**src/hw/rtl/bdqs_pkg.sv**
```systemverilog
`default_nettype none

package bdqs_pkg;

    // Store geometry
    localparam int DEPTH = 16;
    localparam int PTR_W = (DEPTH > 1) ? $clog2(DEPTH) : 1;
    localparam int CNT_W = $clog2(DEPTH + 1);

    // Fixed field widths
    localparam int VALUE_W  = 32;
    localparam int CMD_W    = 3;
    localparam int STATUS_W = 2;
    localparam int POS_W    = 4;
    localparam int COUNT_W  = 5;

    // Result packing: status, found, position, count, empty_res, zero fill
    localparam int RES_W      = STATUS_W + 1 + POS_W + COUNT_W + 1;
    localparam int OUT_DATA_W = ((RES_W + 7) / 8) * 8;

    typedef enum logic [CMD_W-1:0] {
        CMD_ADD_FRONT = 3'd0,
        CMD_ADD_BACK  = 3'd1,
        CMD_REM_FRONT = 3'd2,
        CMD_REM_BACK  = 3'd3,
        CMD_SEARCH    = 3'd4
    } t_cmd;

    typedef enum logic [STATUS_W-1:0] {
        ST_OK    = 2'd0,
        ST_EMPTY = 2'd1,
        ST_FULL  = 2'd2
    } t_status;

    typedef enum logic [1:0] {
        S_IDLE,
        S_SCAN,
        S_EMIT
    } t_state;

    // Controller to datapath
    typedef struct packed {
        logic exec;   // run the accepted request
        logic step;   // advance the search scan
        logic emit;   // hand the result to the output register
    } t_ctrl_cmd;

    // Datapath to controller
    typedef struct packed {
        logic search_req;  // the offered request is a search
        logic scan_done;   // search has its answer
    } t_dp_stat;

endpackage

`default_nettype wire

```
**src/hw/rtl/bdqs_ram.sv**
```systemverilog
`default_nettype none

module bdqs_ram #(
    parameter int WIDTH = 32,
    parameter int DEPTH = 16
) (
    input  wire logic                             i_clk,
    input  wire logic                             i_we,
    input  wire logic [$clog2(DEPTH)-1:0]         i_waddr,
    input  wire logic [WIDTH-1:0]                 i_wdata,
    input  wire logic                             i_re,
    input  wire logic [$clog2(DEPTH)-1:0]         i_raddr,
    output logic      [WIDTH-1:0]                 o_rdata
);

    logic [WIDTH-1:0] r_mem [DEPTH];
    logic [WIDTH-1:0] r_rdata;

    always_ff @(posedge i_clk) begin
        if (i_we) begin
            r_mem[i_waddr] <= i_wdata;
        end
        if (i_re) begin
            r_rdata <= r_mem[i_raddr];
        end
    end

    assign o_rdata = r_rdata;

endmodule

`default_nettype wire

```
**src/hw/rtl/bdqs_ctrl.sv**
```systemverilog
`default_nettype none

module bdqs_ctrl (
    input  wire logic                 i_clk,
    input  wire logic                 i_rst_n,
    input  wire logic                 i_in_valid,
    input  wire logic                 i_out_free,
    input  wire bdqs_pkg::t_dp_stat   i_stat,
    output logic                      o_in_ready,
    output bdqs_pkg::t_ctrl_cmd       o_cmd
);

    import bdqs_pkg::*;

    t_state r_state;
    t_state n_state;

    always_ff @(posedge i_clk) begin
        if (!i_rst_n) begin
            r_state <= S_IDLE;
        end else begin
            r_state <= n_state;
        end
    end

    always_comb begin
        n_state = r_state;
        unique case (r_state)
            S_IDLE: begin
                if (i_in_valid) begin
                    n_state = i_stat.search_req ? S_SCAN : S_EMIT;
                end
            end
            S_SCAN: begin
                if (i_stat.scan_done) begin
                    n_state = S_EMIT;
                end
            end
            S_EMIT: begin
                if (i_out_free) begin
                    n_state = S_IDLE;
                end
            end
            default: begin
                n_state = S_IDLE;
            end
        endcase
    end

    always_comb begin
        o_in_ready = 1'b0;
        o_cmd      = '0;
        unique case (r_state)
            S_IDLE: begin
                // take nothing while reset is held
                o_in_ready = i_rst_n;
                o_cmd.exec = i_in_valid && i_rst_n;
            end
            S_SCAN: begin
                o_cmd.step = 1'b1;
            end
            S_EMIT: begin
                o_cmd.emit = i_out_free;
            end
            default: begin
                o_in_ready = 1'b0;
            end
        endcase
    end

endmodule

`default_nettype wire

```
**src/hw/rtl/bdqs_dp.sv**
```systemverilog
`default_nettype none

module bdqs_dp (
    input  wire logic                           i_clk,
    input  wire logic                           i_rst_n,
    input  wire bdqs_pkg::t_ctrl_cmd            i_cmd,
    input  wire logic [bdqs_pkg::CMD_W-1:0]     i_req_cmd,
    input  wire logic [bdqs_pkg::VALUE_W-1:0]   i_req_value,
    output bdqs_pkg::t_dp_stat                  o_stat,
    output logic [bdqs_pkg::STATUS_W-1:0]       o_status,
    output logic                                o_found,
    output logic [bdqs_pkg::POS_W-1:0]          o_position,
    output logic [bdqs_pkg::COUNT_W-1:0]        o_count,
    output logic                                o_empty
);

    import bdqs_pkg::*;

    localparam int SUM_W = CNT_W + 1;

    // Ring index of (head + offset), offset never above DEPTH
    function automatic logic [PTR_W-1:0] ring_at(input logic [PTR_W-1:0] head,
                                                  input logic [CNT_W-1:0] offset);
        logic [SUM_W-1:0] sum;
        begin
            sum = SUM_W'(head) + SUM_W'(offset);
            if (sum >= SUM_W'(DEPTH)) begin
                sum = sum - SUM_W'(DEPTH);
            end
            return PTR_W'(sum);
        end
    endfunction

    logic [PTR_W-1:0]   r_head;
    logic [CNT_W-1:0]   r_count;
    logic [VALUE_W-1:0] r_key;
    logic [CNT_W-1:0]   r_issue_idx;
    logic [CNT_W-1:0]   r_chk_idx;
    logic               r_chk_vld;
    logic [STATUS_W-1:0] r_status;
    logic               r_found;
    logic [CNT_W-1:0]   r_pos;

    t_cmd               req_cmd;
    logic               full;
    logic               is_empty;
    logic               ram_we;
    logic [PTR_W-1:0]   ram_waddr;
    logic               ram_re;
    logic [PTR_W-1:0]   ram_raddr;
    logic [VALUE_W-1:0] ram_rdata;
    logic               hit;
    logic               more;
    logic [PTR_W-1:0]   head_dec;

    assign req_cmd  = t_cmd'(i_req_cmd);
    assign full     = (r_count == CNT_W'(DEPTH));
    assign is_empty = (r_count == '0);
    assign head_dec = (r_head == '0) ? PTR_W'(DEPTH - 1) : r_head - PTR_W'(1);

    // Write port: adds only, when there is room
    always_comb begin
        ram_we    = 1'b0;
        ram_waddr = ring_at(r_head, r_count);
        if (i_cmd.exec && !full) begin
            case (req_cmd)
                CMD_ADD_FRONT: begin
                    ram_we    = 1'b1;
                    ram_waddr = head_dec;
                end
                CMD_ADD_BACK: begin
                    ram_we    = 1'b1;
                end
                default: begin
                    ram_we    = 1'b0;
                end
            endcase
        end
    end

    // Scan: one read issued per step, compared one step later
    assign more      = (r_issue_idx < r_count);
    assign ram_re    = i_cmd.step && more;
    assign ram_raddr = ring_at(r_head, r_issue_idx);
    assign hit       = r_chk_vld && (ram_rdata == r_key);

    assign o_stat.search_req = (req_cmd == CMD_SEARCH);
    assign o_stat.scan_done  = hit || (!more && !r_chk_vld);

    bdqs_ram #(
        .WIDTH (VALUE_W),
        .DEPTH (DEPTH)
    ) u_ram (
        .i_clk   (i_clk),
        .i_we    (ram_we),
        .i_waddr (ram_waddr),
        .i_wdata (i_req_value),
        .i_re    (ram_re),
        .i_raddr (ram_raddr),
        .o_rdata (ram_rdata)
    );

    always_ff @(posedge i_clk) begin
        if (!i_rst_n) begin
            r_head  <= '0;
            r_count <= '0;
        end else if (i_cmd.exec) begin
            case (req_cmd)
                CMD_ADD_FRONT: begin
                    if (!full) begin
                        r_head  <= head_dec;
                        r_count <= r_count + CNT_W'(1);
                    end
                end
                CMD_ADD_BACK: begin
                    if (!full) begin
                        r_count <= r_count + CNT_W'(1);
                    end
                end
                CMD_REM_FRONT: begin
                    if (!is_empty) begin
                        r_head  <= ring_at(r_head, CNT_W'(1));
                        r_count <= r_count - CNT_W'(1);
                    end
                end
                CMD_REM_BACK: begin
                    if (!is_empty) begin
                        r_count <= r_count - CNT_W'(1);
                    end
                end
                default: begin
                    r_count <= r_count;
                end
            endcase
        end
    end

    always_ff @(posedge i_clk) begin
        if (i_cmd.exec) begin
            r_found     <= 1'b0;
            r_pos       <= '0;
            r_key       <= i_req_value;
            r_issue_idx <= '0;
            r_chk_idx   <= '0;
            r_chk_vld   <= 1'b0;
            case (req_cmd) inside
                CMD_ADD_FRONT, CMD_ADD_BACK: begin
                    r_status <= full ? ST_FULL : ST_OK;
                end
                CMD_REM_FRONT, CMD_REM_BACK: begin
                    r_status <= is_empty ? ST_EMPTY : ST_OK;
                end
                default: begin
                    r_status <= ST_OK;
                end
            endcase
        end else if (i_cmd.step) begin
            r_chk_vld <= more;
            r_chk_idx <= r_issue_idx;
            if (more) begin
                r_issue_idx <= r_issue_idx + CNT_W'(1);
            end
            if (hit) begin
                r_found <= 1'b1;
                r_pos   <= r_chk_idx;
            end
        end
    end

    assign o_status   = r_status;
    assign o_found    = r_found;
    assign o_position = POS_W'(r_pos);
    assign o_count    = COUNT_W'(r_count);
    assign o_empty    = is_empty;

endmodule

`default_nettype wire

```
**src/hw/rtl/bounded_deque_with_search_unit.sv**
```systemverilog
`default_nettype none

// Bounded double-ended queue of signed 32-bit values with a linear search.
// Each request on the slave stream carries a command in tuser (add front,
// add back, remove front, remove back, search) and a value in tdata; each
// request gives exactly one result on the master stream: a status (ok,
// removal from empty, add to full), a found flag and position from the
// front for searches, and the count and empty flag after the request.
// Removing from an empty store or adding to a full one leaves the store
// unchanged. Requests are handled one at a time. Adds, removals and unused
// command codes pass through two steps: one to accept and update the ring,
// one to load the output register. A search walks the ring through the
// single read port of the entry RAM, one entry per cycle with a registered
// read, and ends at the first match or once every stored entry is compared.
// A new request is taken while the previous result still waits in the
// output register; a result only stalls the block when the output register
// is still full.
module bounded_deque_with_search_unit (
    input  wire logic                                i_clk,
    input  wire logic                                i_rst_n,
    input  wire logic                                s_axis_tvalid,
    output logic                                     s_axis_tready,
    // [31:0] value
    input  wire logic [bdqs_pkg::VALUE_W-1:0]        s_axis_tdata,
    // [2:0] cmd
    input  wire logic [bdqs_pkg::CMD_W-1:0]          s_axis_tuser,
    output logic                                     m_axis_tvalid,
    input  wire logic                                m_axis_tready,
    // [1:0] status, [2] found, [6:3] position, [11:7] count, [12] empty_res,
    // [15:13] zero
    output logic [bdqs_pkg::OUT_DATA_W-1:0]          m_axis_tdata
);

    import bdqs_pkg::*;

    t_ctrl_cmd            ctrl_cmd;
    t_dp_stat             dp_stat;
    logic                 out_free;
    logic [STATUS_W-1:0]  res_status;
    logic                 res_found;
    logic [POS_W-1:0]     res_position;
    logic [COUNT_W-1:0]   res_count;
    logic                 res_empty;

    logic                 r_out_valid;
    logic [OUT_DATA_W-1:0] r_out_data;

    // Output register is free when empty or being taken this cycle
    assign out_free = !r_out_valid || m_axis_tready;

    bdqs_ctrl u_ctrl (
        .i_clk      (i_clk),
        .i_rst_n    (i_rst_n),
        .i_in_valid (s_axis_tvalid),
        .i_out_free (out_free),
        .i_stat     (dp_stat),
        .o_in_ready (s_axis_tready),
        .o_cmd      (ctrl_cmd)
    );

    bdqs_dp u_dp (
        .i_clk       (i_clk),
        .i_rst_n     (i_rst_n),
        .i_cmd       (ctrl_cmd),
        .i_req_cmd   (s_axis_tuser),
        .i_req_value (s_axis_tdata),
        .o_stat      (dp_stat),
        .o_status    (res_status),
        .o_found     (res_found),
        .o_position  (res_position),
        .o_count     (res_count),
        .o_empty     (res_empty)
    );

    // Hold the result until the master side takes it
    always_ff @(posedge i_clk) begin
        if (!i_rst_n) begin
            r_out_valid <= 1'b0;
        end else if (ctrl_cmd.emit) begin
            r_out_valid <= 1'b1;
        end else if (m_axis_tready) begin
            r_out_valid <= 1'b0;
        end
    end

    always_ff @(posedge i_clk) begin
        if (ctrl_cmd.emit) begin
            r_out_data <= OUT_DATA_W'({res_empty, res_count, res_position,
                                       res_found, res_status});
        end
    end

    assign m_axis_tvalid = r_out_valid;
    assign m_axis_tdata  = r_out_data;

endmodule

`default_nettype wire
```
**config.mk**
```make
export PLATFORM = sky130hd
export DESIGN_NAME = bounded_deque_with_search_unit
export DESIGN_NICKNAME = d
export VERILOG_FILES = /design/src/hw/rtl/bdqs_pkg.sv /design/src/hw/rtl/bdqs_ram.sv /design/src/hw/rtl/bdqs_ctrl.sv /design/src/hw/rtl/bdqs_dp.sv /design/src/hw/rtl/bounded_deque_with_search_unit.sv
export SDC_FILE = /design/constraint.sdc
export NUM_CORES = 1
export LEC_CHECK = 0
export BUFFER_PORTS_ARGS = -buffer_cell sky130_fd_sc_hd__buf_2
export CAP_MARGIN = 10
export CORE_MARGIN = 3
export CORE_UTILIZATION = 40
export CTS_CLUSTER_DIAMETER = 200
export DETAILED_ROUTE_END_ITERATION = 7
export PLACE_DENSITY = 0.53
export RECOVER_POWER = 25
export REMOVE_ABC_BUFFERS = 1
export SLEW_MARGIN = 20
export SYNTH_ARGS = -nofsm -noshare
export SYNTH_HDL_FRONTEND = slang
export SYNTH_SLANG_ARGS = --single-unit
```
**constraint.sdc**
```tcl
create_clock -name i_clk -period 10.09 [get_ports i_clk]
set_clock_uncertainty 0.2 [all_clocks]
set_input_delay 2.018 -clock i_clk [delete_from_list [all_inputs] [get_ports i_clk]]
set_output_delay 2.018 -clock i_clk [all_outputs]
set_load 0.02 [all_outputs]
```
* After elaboration in Yosys (flattened, before gate mapping)
Memories as Yosys holds them, arrays and structs flattened. A register that Yosys moved wholly into a read port is not among the register bits. Index checks and enable logic that the tools add are counted.
Storage, ports and cells: output and inout bits 18, word-level logic and storage cells 98, register bits 74, memories 1, input port bits 39, RAM bits 512
Operators by class: reductions and logical operators 25, multiplexer cells 31, order comparisons 4, add/subtract/negate cells 10, equal/unequal tests 15
Memories:
- u_dp.u_ram.r_mem | words 16, bits a word 32, read ports 1, clocked after memory_dff 1, wr ports 1, RTL line bdqs_ram.sv:16 | logic [WIDTH-1:0] r_mem [DEPTH];
Operators by type and width (count):
- $eq A32 B32 Y1 | 1
- $mux W4 | 8
- $sub A4 B1 Y4 const B | 4
- $mux W2 | 7
- $add A4 B5 Y6 | 2
- $ge A6 B5 Y1 const B | 2
- $ne A2 B2 Y1 const B | 6
- $mux W1 | 11
- $add A5 B1 Y5 const B | 2
- $mux W5 | 2
- $pmux W5 S2 | 1
- $pmux W4 S2 | 1
- $reduce_and A4 Y1 | 2
- $eq A3 B2 Y1 const B | 2
- $pmux W2 S3 | 1
- $reduce_bool A2 Y1 | 3
- $add A4 B1 Y5 const B | 1
- $eq A5 B5 Y1 const B | 1
- $ge A5 B5 Y1 const B | 1
- $logic_and A1 B1 Y1 | 5
- $logic_not A5 Y1 | 1
- $lt A5 B5 Y1 | 1
- $sub A5 B1 Y5 const B | 1
- $logic_not A1 Y1 | 4
- other kinds (12) | 15

* Depth between registers and ports, before layout
Gate-level depths: netlist (run 1).
depth in word-level cells 6, gate-level depth with buffers 9, gate-level depth less buffers 9

* By module
A second synthesis (run 1) with hierarchy kept.
Second synthesis, totals: cell total of the unflattened synthesis 1143, area, all modules 23774.1 um2
Modules (own cells, without submodules):
- bdqs_ram | times used 1, cells an instance 838, seq. area each 16335.7 um2, area an instance 20155.6 um2
- bdqs_dp | times used 1, cells an instance 268, seq. area each 1501.4 um2, area an instance 3017.9 um2
- bounded_deque_with_search_unit | times used 1, cells an instance 21, seq. area each 410.4 um2, area an instance 465.4 um2
- bdqs_ctrl | times used 1, cells an instance 16, seq. area each 40.0 um2, area an instance 135.1 um2

* Least setup slack after synthesis (run 1)
Ideal clock, no wire load.
path type input port to flip-flop, start input s_axis_tvalid, end memory u_dp.u_ram.r_mem[10][0], enable pin, library setup time 421 ps, stages on the path 7, buffers on the path 0, setup slack 5116 ps, arrival 4353 ps, data required time 9469 ps, cell sequence nand4bb_4 > inv_1 > o211ai_4 > nor2_4 > mux2i_2 > nand2_2 > nor2_1
On the way: cells in the longest elaborated chain, start to end 6, elaborated cells between the ends (all ways) 7, classes of those cells 5 x mux; 2 x reduce/logical
RTL lines:
- from (decl) | RTL line bounded_deque_with_search_unit.sv:21 | input wire logic s_axis_tvalid,
- $logic_and A1 B1 Y1 (*) | RTL line bdqs_ctrl.sv:57 | o_cmd.exec = i_in_valid && i_rst_n;
- $mux W1 (*) | RTL line bdqs_ctrl.sv:53 | unique case (r_state)
- $logic_and A1 B1 Y1 (*) | RTL line bdqs_dp.sv:65 | if (i_cmd.exec && !full) begin
- $mux W1 | RTL line bdqs_dp.sv:65
- $mux W1 | RTL line bdqs_ram.sv:20 | if (i_we) begin
- $mux W1 (implied by the code) | RTL line bdqs_ram.sv:21 | r_mem[i_waddr] <= i_wdata;
- to (decl) | RTL line bdqs_ram.sv:16
Every way passes the cells marked *; elsewhere a longest branch is shown, timed or not.

* Final worst setup path (run 1)
start input i_rst_n, end output s_axis_tready
On the way: cells in the longest elaborated chain, start to end 1
RTL lines:
- from (decl) | RTL line bounded_deque_with_search_unit.sv:20 | input wire logic i_rst_n,
- $mux W1 | RTL line bdqs_ctrl.sv:53
- to (decl) | RTL line bounded_deque_with_search_unit.sv:22 | output logic s_axis_tready,
No other way between the ends.

==> impl_metrics.py, run 1 <==
metrics = {
    "run_status": {
        "status": "finished clean",
    },
    "sta": {
        "period_needed_ns": 4.90,
        "slew_viol_final": 0,
        "fmaxAchievable_ghz": 0.204,
        "finalHoldViolCount": 0,
        "setup_viol": 0,
        "timing.setup.tns_ns": 0,
        "finalCritPeriodShare_pct": 48.5,
        "slew_headroom_pct": 19.1,
        "rsz0062_at_grt": "no",
        "tightestPinTransition_ns": 1.21,
    },
    "worst_setup_path": {
        "r2r-start": "u_dp.r_head[0]",
        "end_kind": "output pin",
        "max_stage_delay_ns": 0.25,
        "path_cells": "buf_2 -> nor3b_1 -> buf_2",
        "critPathSlowestCell": "buf_2",
        "crit_buf_inv": 2,
        "reg2reg_depth": 8,
        "cp_num_cells": 3,
        "cpMostUsedCell": "buf_2",
        "arrival_ns": 2.68,
        "startpoint_type": "primary input",
        "cp_max_fo": 15,
        "crit_family": "buffers and inverters",
        "crit_start": "i_rst_n",
        "worst_ep_required_time_ns": 7.87,
        "criticalPathCategory": "in -> out",
    },
    "synth": {
        "synth_cell_type_count": 61,
        "yosys_warnings": 0,
        "syn_area_per_cell_um2": 19.9,
        "synth-edff-count": 591,
        "ys_async_sr_fraction_pct": 0,
        "seq_area_frac_synth_pct": 75.8,
        "syn-instance-count": 1216,
        "synth_flop_cell": "edfxtp_1",
        "ys_ff_latch": 618,
        "netlist_area_um2": 24100,
    },
    "grt": {
        "grt_pass1_wl_um": 78500,
        "grtUsageTotal_pct": 16.7,
        "grt_max_degree": 65,
        "antenna_found_initial": 0,
        "first_global_vias": 12000,
        "gr-total-overflow": 0,
    },
    "floorplanning": {
        "std_cell_rows": 89,
        "die_x_um": 252,
        "ios": 57,
        "core_um2": 59400,
        "start_util_pct": 40.7,
        "die_h_um": 252,
        "die_area_um2": 63300,
    },
    "clock_network": {
        "cts_hold_buf": 0,
        "postCtsSetupBuffers": 0,
        "clock_path_buffers": 3,
        "root_buffer": "clkbuf_16",
        "cts_tree": "built",
        "ctsHtreeMaxLevel": 3,
        "cts-buffers-inserted": 67,
        "insertion_delay_ns": 0.58,
        "cts.sinks": 618,
        "clkTransAtPathRegs_ns": 0.06,
        "cts-resized-gates": 0,
    },
    "finish": {
        "layout_common_cells": "591 x edfxtp_1, 128 x mux4_2, 88 x nand2_1",
        "fin_area_um2": 27600,
        "layout_commonest_cell": "edfxtp_1",
        "layout-drive-gt1-share_pct": 23.9,
        "syn2layout_area_growth_pct": 14.5,
        "utilization_pct": 46.6,
        "nets": 1367,
        "n_antenna_cell": 0,
    },
    "detailed_routing": {
        "via_count": 11500,
        "drcViolationCount": 0,
        "dr.pass1.iters": 5,
        "wl_per_cell_um": 24.4,
        "vias_per_cell": 5.39,
        "postRouteAntennaNets": 0,
        "drtIter0Drc": 775,
        "wl_um": 52000,
    },
    "placed_design": {
        "portBuffers": 53,
        "place_area_um2": 25600,
        "globalplace.congestion": 0.738,
        "dp_hpwl_um": 30000,
    },
    "pwr": {
        "ir_drop_uv": 107,
        "power_density_nw_per_um2": 198,
        "power.leakage_nw": 8.72,
    },
    "worst_hold_path": {
        "hold_start": "u_dp.o_status[1]",
        "hold_class": "reg -> reg",
        "worstHoldPathCells": 0,
    },
    "job": {
        "drv_cap": 0,
    },
}
cell usage after synthesis, types with 3 or more instances:
| master | instances | area [um^2] |
|---|---|---|
| edfxtp_1 | 591 | 17700 |
| mux4_2 | 128 | 2880 |
| nand2_1 | 88 | 330 |
| and2_1 | 37 | 231 |
| xnor2_1 | 34 | 298 |
| a211oi_1 | 32 | 240 |
| a31oi_1 | 32 | 200 |
| clkbuf_1 | 29 | 109 |
| nor2_1 | 29 | 109 |
| dfxtp_1 | 27 | 541 |
| a21oi_1 | 18 | 90.1 |
| ha_1 | 16 | 200 |
| inv_1 | 15 | 56.3 |
| nor2b_1 | 13 | 81.3 |
| buf_2 | 12 | 60.1 |
| buf_4 | 11 | 82.6 |
| xor2_1 | 8 | 70.1 |
| mux2i_1 | 7 | 70.1 |
| nand3_1 | 7 | 35.0 |
| o21ai_0 | 7 | 35.0 |
| nand2b_1 | 6 | 37.5 |
| nand4_1 | 6 | 37.5 |
| nand2_2 | 5 | 31.3 |
| buf_1 | 4 | 15.0 |
| a21o_1 | 3 | 22.5 |
| fa_1 | 3 | 60.1 |
| nor3_1 | 3 | 15.0 |
| o211a_1 | 3 | 30.0 |
registers in the layout, summed over array words and instances, names as in the netlist:
| name | cells |
|---|---|
| m_axis_tdata | 13 |
| m_axis_tvalid | 1 |
| u_ctrl.r_state | 2 |
| u_dp.o_count | 5 |
| u_dp.o_found | 1 |
| u_dp.o_status | 2 |
| u_dp.r_chk_idx | 4 |
| u_dp.r_chk_vld | 1 |
| u_dp.r_head | 4 |
| u_dp.r_issue_idx | 5 |
| u_dp.r_key | 32 |
| u_dp.r_pos | 4 |
| u_dp.u_ram.o_rdata | 32 |
| u_dp.u_ram.r_mem | 512 |
metrics by stage:
stage | std cells | power (W) | setup slack, ns | hold WS (ns)
2_1_floorplan | 1161 | 0.00309 | 3.21 | 0.200
3_3_place_gp | 2008 | 0.00318 | 5.12 | 0.205
3_5_place_dp | 2013 | 0.00318 | 5.19 | 0.207
4_1_cts | 2131 | 0.00553 | 5.18 | 0.221
5_1_grt | 2131 | 0.00565 | 5.16 | 0.239
6_report | 2131 | 0.00547 | 5.19 | 0.219
cell type report:
cell class | instances | area, um^2
fillers | 4956 | 31700
flip-flops and latches | 618 | 18300
multi-input cells | 527 | 5700
clock buffers | 86 | 1840
well taps | 773 | 967
repair buffers | 79 | 520
clock inverters | 32 | 268
inverters | 16 | 60.1
kinds of logic (layout without fill, tap and decap cells):
kind of cell	after synthesis	in the layout	share of synthesized area (%)
compound gates	112	112	3.23
xor+xnor	42	42	1.52
fa+ha+maj	19	19	1.08
buf+inv	73	213	1.40
flops	618	618	75.8
mux	141	141	12.6
other cells	1	3	0.0155
simple gates	210	210	4.44
final timing paths:
check | slack [ns] | to
hold / removal | 0.22 | m_axis_tdata[1]
hold reg to reg | 0.22 | m_axis_tdata[1]
setup reg to reg | 5.59 | u_dp.u_ram.o_rdata[24]
setup / recovery | 5.19 | s_axis_tready
per-layer routing:
| layer | up-vias | part of all wire [%] | track usage (%) |
|---|---|---|---|
| li1 | 5088 | - | - |
| met1 | 6087 | 45 | 23.5 |
| met2 | 246 | 49 | 27.5 |
| met3 | 56 | 3.9 | 2.65 |
| met4 | 0 | 1.6 | 4.49 |
| met5 | - | 0 | 0 |
where the power goes:
| part | internal (W) | switching [W] |
|---|---|---|
| clock | 0.00137 | 0.000972 |
| combinational | 0.0000969 | 0.000165 |
| sequential | 0.00285 | 0.0000137 |
| total | 0.00432 | 0.00115 |
Note: power is estimated with default switching activity, not from simulation.
==> run 2: changes to the inputs <==
--- a/config.mk
+++ b/config.mk
@@ -5,6 +5,7 @@
 export SDC_FILE = /design/constraint.sdc
 export NUM_CORES = 1
 export LEC_CHECK = 0
+export ABC_AREA = 1
 export BUFFER_PORTS_ARGS = -buffer_cell sky130_fd_sc_hd__buf_2
 export CAP_MARGIN = 10
 export CORE_MARGIN = 3
==> constraint.sdc (replaced) <==
create_clock -name i_clk -period 4.7 [get_ports i_clk]
set_clock_uncertainty 0.2 [all_clocks]
set_input_delay 0.94 -clock i_clk [delete_from_list [all_inputs] [get_ports i_clk]]
set_output_delay 0.94 -clock i_clk [all_outputs]
set_load 0.02 [all_outputs]
==> impl_metrics.py, run 2 <==
metrics = {
    "detailed_routing": {
        "postRouteAntennaNets": 0,
        "via_count": 14500,
        "vias_per_cell": 5.12,
        "drtIter0Drc": 1170,
        "drcViolationCount": 0,
        "wl_per_cell_um": 20.5,
        "dr.pass1.iters": 5,
        "wl_um": 58400,
    },
    "finish": {
        "n_antenna_cell": 0,
        "nets": 2013,
        "layout-drive-gt1-share_pct": 9.73,
        "syn2layout_area_growth_pct": 14.4,
        "n_fill_cell": 5502,
        "top_register": "u_dp.u_ram.r_mem",
        "instances_no_fill": 2841,
        "utilization_pct": 46.4,
        "layout_commonest_cell": "edfxtp_1",
        "layout_common_cells": "591 x edfxtp_1, 222 x inv_1, 205 x o21ai_0",
        "largest_reg_flops": 512,
    },
    "synth": {
        "netlist_area_um2": 25200,
        "synth_top_area_share_pct": 70.4,
        "syn_area_per_cell_um2": 13.4,
        "syn-instance-count": 1884,
        "synth_flop_cell": "edfxtp_1",
        "ys_ff_latch": 618,
        "seq_area_frac_synth_pct": 72.6,
        "yosys.cell_count.top_type": "edfxtp_1",
        "synth.area.top_cells": "edfxtp_1 70%, mux2i_1 5.1%, o21ai_0 4.1%, a21oi_1 3.7%, inv_1 3.3%",
        "synth-edff-count": 591,
        "ys_async_sr_fraction_pct": 0,
        "yosys_warnings": 0,
        "synth.top_cells.by_count": "591 x edfxtp_1, 222 x inv_1, 205 x o21ai_0, 186 x a21oi_1, 176 x nand2_1",
        "yosysTopAreaCell": "edfxtp_1",
        "synth_cell_type_count": 37,
    },
    "job": {
        "drv_cap": 0,
    },
    "worst_setup_path": {
        "arrival_ns": 3.51,
        "critPathSlowestCell": "fa_4",
        "end_kind": "flop",
        "reg2reg_depth": 9,
        "criticalPathCategory": "reg -> reg",
        "startpoint_type": "flop",
        "worst_ep_required_time_ns": 4.80,
        "rrSetupSlack_ns": 1.29,
        "crit_start": "u_dp.r_issue_idx[0]",
        "max_stage_delay_ns": 1.15,
        "rr_endpoint": "u_dp.u_ram.o_rdata[21]",
        "cp_max_fo": 33,
        "path_cells": "ha_4 -> inv_1 -> fa_4 -> buf_4 -> a21oi_1 -> o21ai_0 -> o211ai_1 -> a21oi_1 -> a31oi_1",
        "r2r-start": "u_dp.r_issue_idx[0]",
        "cpMostUsedCell": "a21oi_1",
    },
    "clock_network": {
        "root_buffer": "clkbuf_16",
        "cts_tree": "built",
        "cts.sinks": 618,
        "clkTransAtPathRegs_ns": 0.06,
        "cts-resized-gates": 0,
        "cts_hold_buf": 0,
        "ctsHtreeMaxLevel": 3,
        "clock_path_buffers": 3,
        "postCtsSetupBuffers": 0,
        "insertion_delay_ns": 0.61,
        "cts-buffers-inserted": 70,
    },
    "sta": {
        "finalHoldViolCount": 0,
        "slew_headroom_pct": 29.7,
        "period_needed_ns": 3.41,
        "fmaxAchievable_ghz": 0.293,
        "tightestPinTransition_ns": 1.05,
        "slew_viol_final": 0,
        "hold_ws_ns": 0.221,
        "rsz0062_at_grt": "no",
        "finalCritPeriodShare_pct": 72.6,
        "timing.setup.tns_ns": 0,
        "setup_viol": 0,
    },
    "pwr": {
        "ir_drop_uv": 306,
        "power_density_nw_per_um2": 425,
        "power_w": 0.0122,
        "power.leakage_nw": 9.91,
    },
    "worst_hold_path": {
        "hold_start": "u_dp.o_status[0]",
        "worstHoldPathCells": 0,
        "hold-path-endpoint": "m_axis_tdata[0]",
        "hold_class": "reg -> reg",
    },
    "grt": {
        "grtUsageTotal_pct": 17.6,
        "grt_max_degree": 98,
        "grt_pass1_wl_um": 88400,
        "first_global_vias": 14200,
        "gr-total-overflow": 0,
        "antenna_found_initial": 1,
    },
    "floorplanning": {
        "core_um2": 62100,
        "die_x_um": 257,
        "ios": 57,
        "die_area_um2": 66000,
        "start_util_pct": 40.6,
        "std_cell_rows": 91,
        "die_h_um": 257,
    },
    "placed_design": {
        "portBuffers": 53,
        "dp_hpwl_um": 32300,
        "dp.cells": 2720,
        "globalplace.congestion": 0.760,
    },
    "run_status": {
        "status": "finished clean",
    },
}
## run 2: cell count changes after synthesis, moves of 13 or more
cell and delta:
o211ai_1 +65, clkbuf_1 +18, nor2b_1 -13, a21oi_1 +168, mux2i_1 +121, inv_1 +207, and2_1 -36, xnor2_1 -26
nor2_1 +28, a211oi_1 -31, nand2_1 +88, mux4_2 -128, o21ai_0 +198
## run 2: worst max-delay path, delay by kind of cell (launching register included)
family	cells	cell delay [ns]
buf+inv	2	0.37
fa+ha+maj	2	1.33
compound gates	5	0.68
flops	1	0.49
## run 2: how the worst max path moves through the flow
stage / depth (start not counted) / endpoint
4_1_cts: 9 / u_dp.u_ram.o_rdata[2]
2_1_floorplan: 5 / u_dp.u_ram.o_rdata[30]
3_5_place_dp: 11 / u_dp.u_ram.r_mem[9][6]
6_report: 9 / u_dp.u_ram.o_rdata[21]
3_3_place_gp: 11 / u_dp.u_ram.r_mem[13][13]
5_1_grt: 9 / u_dp.u_ram.o_rdata[22]
## run 2: where the power goes
| group | internal [W] | switching, W | leakage [nW] |
|---|---|---|---|
| Combinational | 0.000302 | 0.000655 | 3.32 |
| Sequential | 0.00610 | 0.0000229 | 5.55 |
| Clock | 0.00303 | 0.00213 | 1.05 |
## run 2: layout make-up
cell class | count | area (um^2) | share of cell area (%)
clock buffers | 88 | 1870 | 6.50
clock inverters | 33 | 278 | 0.964
inverters | 226 | 851 | 2.95
multi-input cells | 948 | 5790 | 20.1
flip-flops and latches | 618 | 18300 | 63.5
well taps | 837 | 1050 | 3.63
repair buffers | 91 | 688 | 2.39
## run 2: routing by layer
metal  up-vias  routed length (um)  track usage (%)
met4         2                1170             4.69
met2       343               27700             28.9
met1      7160               26800             24.3
met3        93                2680             3.16
li1       6937                   -                -
met5         -                  20                0
## run 2: cell families after synthesis
| kind of cell | Yosys count | share of synthesized area [%] |
|---|---|---|
| flops | 618 | 72.6 |
| compound gates | 502 | 10.8 |
| buf+inv | 320 | 5.17 |
| simple gates | 272 | 4.45 |
| mux | 128 | 5.09 |
| xor+xnor | 24 | 0.834 |
| fa+ha+maj | 19 | 1.03 |
| other cells | 1 | 0.0149 |
## run 2: metrics by stage
step	instance area [um^2]	setup WS, ns
floorplan	24700	-4.50
global placement	26700	0.929
detailed placement	26700	0.850
CTS	28800	1.26
global route	28800	1.13
finish	28800	1.29
==> run 3: changes to the inputs <==
--- a/config.mk
+++ b/config.mk
@@ -12,7 +12,7 @@
 export CORE_UTILIZATION = 40
 export CTS_CLUSTER_DIAMETER = 200
 export DETAILED_ROUTE_END_ITERATION = 7
-export PLACE_DENSITY = 0.53
+export PLACE_DENSITY = 0.55
 export RECOVER_POWER = 25
 export REMOVE_ABC_BUFFERS = 1
 export SLEW_MARGIN = 20
==> constraint.sdc (replaced) <==
create_clock -name i_clk -period 3.05 [get_ports i_clk]
set_clock_uncertainty 0.2 [all_clocks]
set_input_delay 0.61 -clock i_clk [delete_from_list [all_inputs] [get_ports i_clk]]
set_output_delay 0.61 -clock i_clk [all_outputs]
set_load 0.02 [all_outputs]
==> impl_metrics.py, run 3 (synthesis gave the netlist of run 2 again) <==
metrics = {
    "run_status": {
        "status": "finished clean",
    },
    "pwr": {
        "power_w": 0.0185,
        "seqPwrFrac_pct": 51.0,
        "power.leakage_nw": 10.2,
        "p_int_w": 0.0142,
        "p_clk_share_pct": 40.5,
        "ir_drop_uv": 426,
        "sw_frac_of_total_pct": 23.1,
        "p_switching_w": 0.00427,
        "power_density_nw_per_um2": 629,
        "power_frac_comb_pct": 8.5,
    },
    "worst_hold_path": {
        "hold_class": "in -> reg",
        "worstHoldPathCells": 4,
    },
    "clock_network": {
        "root_buffer": "clkbuf_16",
        "cts-buffers-inserted": 67,
        "clkTransAtPathRegs_ns": 0.06,
        "ctsHtreeMaxLevel": 3,
        "cts_hold_buf": 0,
        "insertion_delay_ns": 0.61,
        "clock_path_buffers": 3,
        "cts_tree": "built",
        "cts.sinks": 618,
    },
    "detailed_routing": {
        "wl_per_cell_um": 21.1,
        "drtIter0Drc": 1359,
        "drcViolationCount": 0,
        "dr.pass1.iters": 5,
        "postRouteAntennaNets": 0,
        "via_count": 14900,
        "vias_per_cell": 5.18,
        "wl_um": 60800,
    },
    "floorplanning": {
        "die_area_um2": 66000,
        "start_util_pct": 40.6,
        "die_x_um": 257,
        "core_um2": 62100,
        "std_cell_rows": 91,
        "ios": 57,
        "die_h_um": 257,
    },
    "placed_design": {
        "dp_hpwl_um": 35400,
        "globalplace.congestion": 0.797,
        "portBuffers": 53,
        "dp_slack_ns": 0.0931,
        "place_area_um2": 27400,
    },
    "sta": {
        "period_needed_ns": 2.92,
        "slew_headroom_pct": 44.4,
        "fmaxAchievable_ghz": 0.343,
        "slew_viol_final": 0,
        "rsz0062_at_grt": "no",
        "setup_slack_ns": 0.132,
        "tightestPinTransition_ns": 0.834,
        "finalHoldViolCount": 0,
        "finalCritPeriodShare_pct": 95.7,
        "setup_viol": 0,
    },
    "finish": {
        "layout_commonest_cell": "edfxtp_1",
        "syn2layout_area_growth_pct": 16.8,
        "fin_area_um2": 29400,
        "layout-drive-gt1-share_pct": 11.3,
        "largest_reg_flops": 512,
        "layout_common_cells": "591 x edfxtp_1, 222 x inv_1, 204 x o21ai_0",
        "nets": 2051,
        "n_antenna_cell": 0,
        "top_register": "u_dp.u_ram.r_mem",
    },
    "worst_setup_path": {
        "end_kind": "flop",
        "reg2reg_depth": 9,
        "arrival_ns": 3.06,
        "criticalPathCategory": "reg -> reg",
        "startpoint_type": "flop",
        "cp_max_fo": 16,
        "worst_ep_required_time_ns": 3.20,
    },
    "grt": {
        "gr-total-overflow": 0,
        "grt_pass1_wl_um": 92100,
        "first_global_vias": 14900,
        "grt_max_degree": 81,
        "grtUsageTotal_pct": 18.4,
        "antenna_found_initial": 0,
    },
    "job": {
        "drv_cap": 0,
    },
}
==> run 3: metal layers <==
metal	GRT usage [%]	up-vias	wire length, um
li1	-	7025	-
met1	26.1	7356	27900
met2	29.4	441	28200
met3	2.99	95	3370
met4	5.69	0	1360
met5	0	-	0
==> run 3: metrics by stage <==
stage          hold WS (ns)  TNS, ns  std cells  util [%]
6_report              0.103        0       2878      47.4
5_1_grt              0.0991        0       2878      47.4
4_1_cts              0.0671        0       2878      47.5
2_1_floorplan         0.200  -932.10       1792         -
3_5_place_dp          0.216        0       2761      44.2
3_3_place_gp          0.206        0       2761      44.2
==> run 3: layout make-up <==
cell class                 instances  area [um^2]
fill                            5448        32600
sequential                       618        18300
multi-input combinational        948         5790
clock buffer                      86         1810
timing repair buffer             132         1460
tap                              837         1050
inverter                         226          851
clock inverter                    31          190
==> run 3: power by group through the flow <==
stage	Sequential, W	Clock, W	Combinational (W)
final	0.00944	0.00749	0.00157
after global routing	0.00944	0.00803	0.00174
after CTS	0.00943	0.00768	0.00159
after detailed placement	0.00961	0	0.00158
after global placement	0.00961	0	0.00156
after floorplan	0.00964	0	0.00107
==> run 3: worst paths after layout <==
kind,start,slack [ns],endpoint
worst max-delay path,u_dp.r_issue_idx[0],0.13,u_dp.u_ram.o_rdata[31]
worst min-delay path,m_axis_tready,0.10,m_axis_tvalid
worst max register to register,u_dp.r_issue_idx[0],0.13,u_dp.u_ram.o_rdata[31]
worst min register to register,u_dp.o_status[1],0.23,m_axis_tdata[1]
==> run 3: worst max-delay path, cell delays in order (launching register included) <==
cell	delay (ns)
dfxtp_1	0.39
ha_4	0.16
inv_1	0.05
fa_4	0.92
buf_12	0.20
a21oi_1	0.04
o21ai_0	0.09
o211ai_1	0.14
a21oi_1	0.38
a31oi_1	0.09
==> run 3: what timing repair did <==
item	CTS	global route
endpoints found under the setup margin	0	1
resized for setup	0	3
setup buffers	0	0
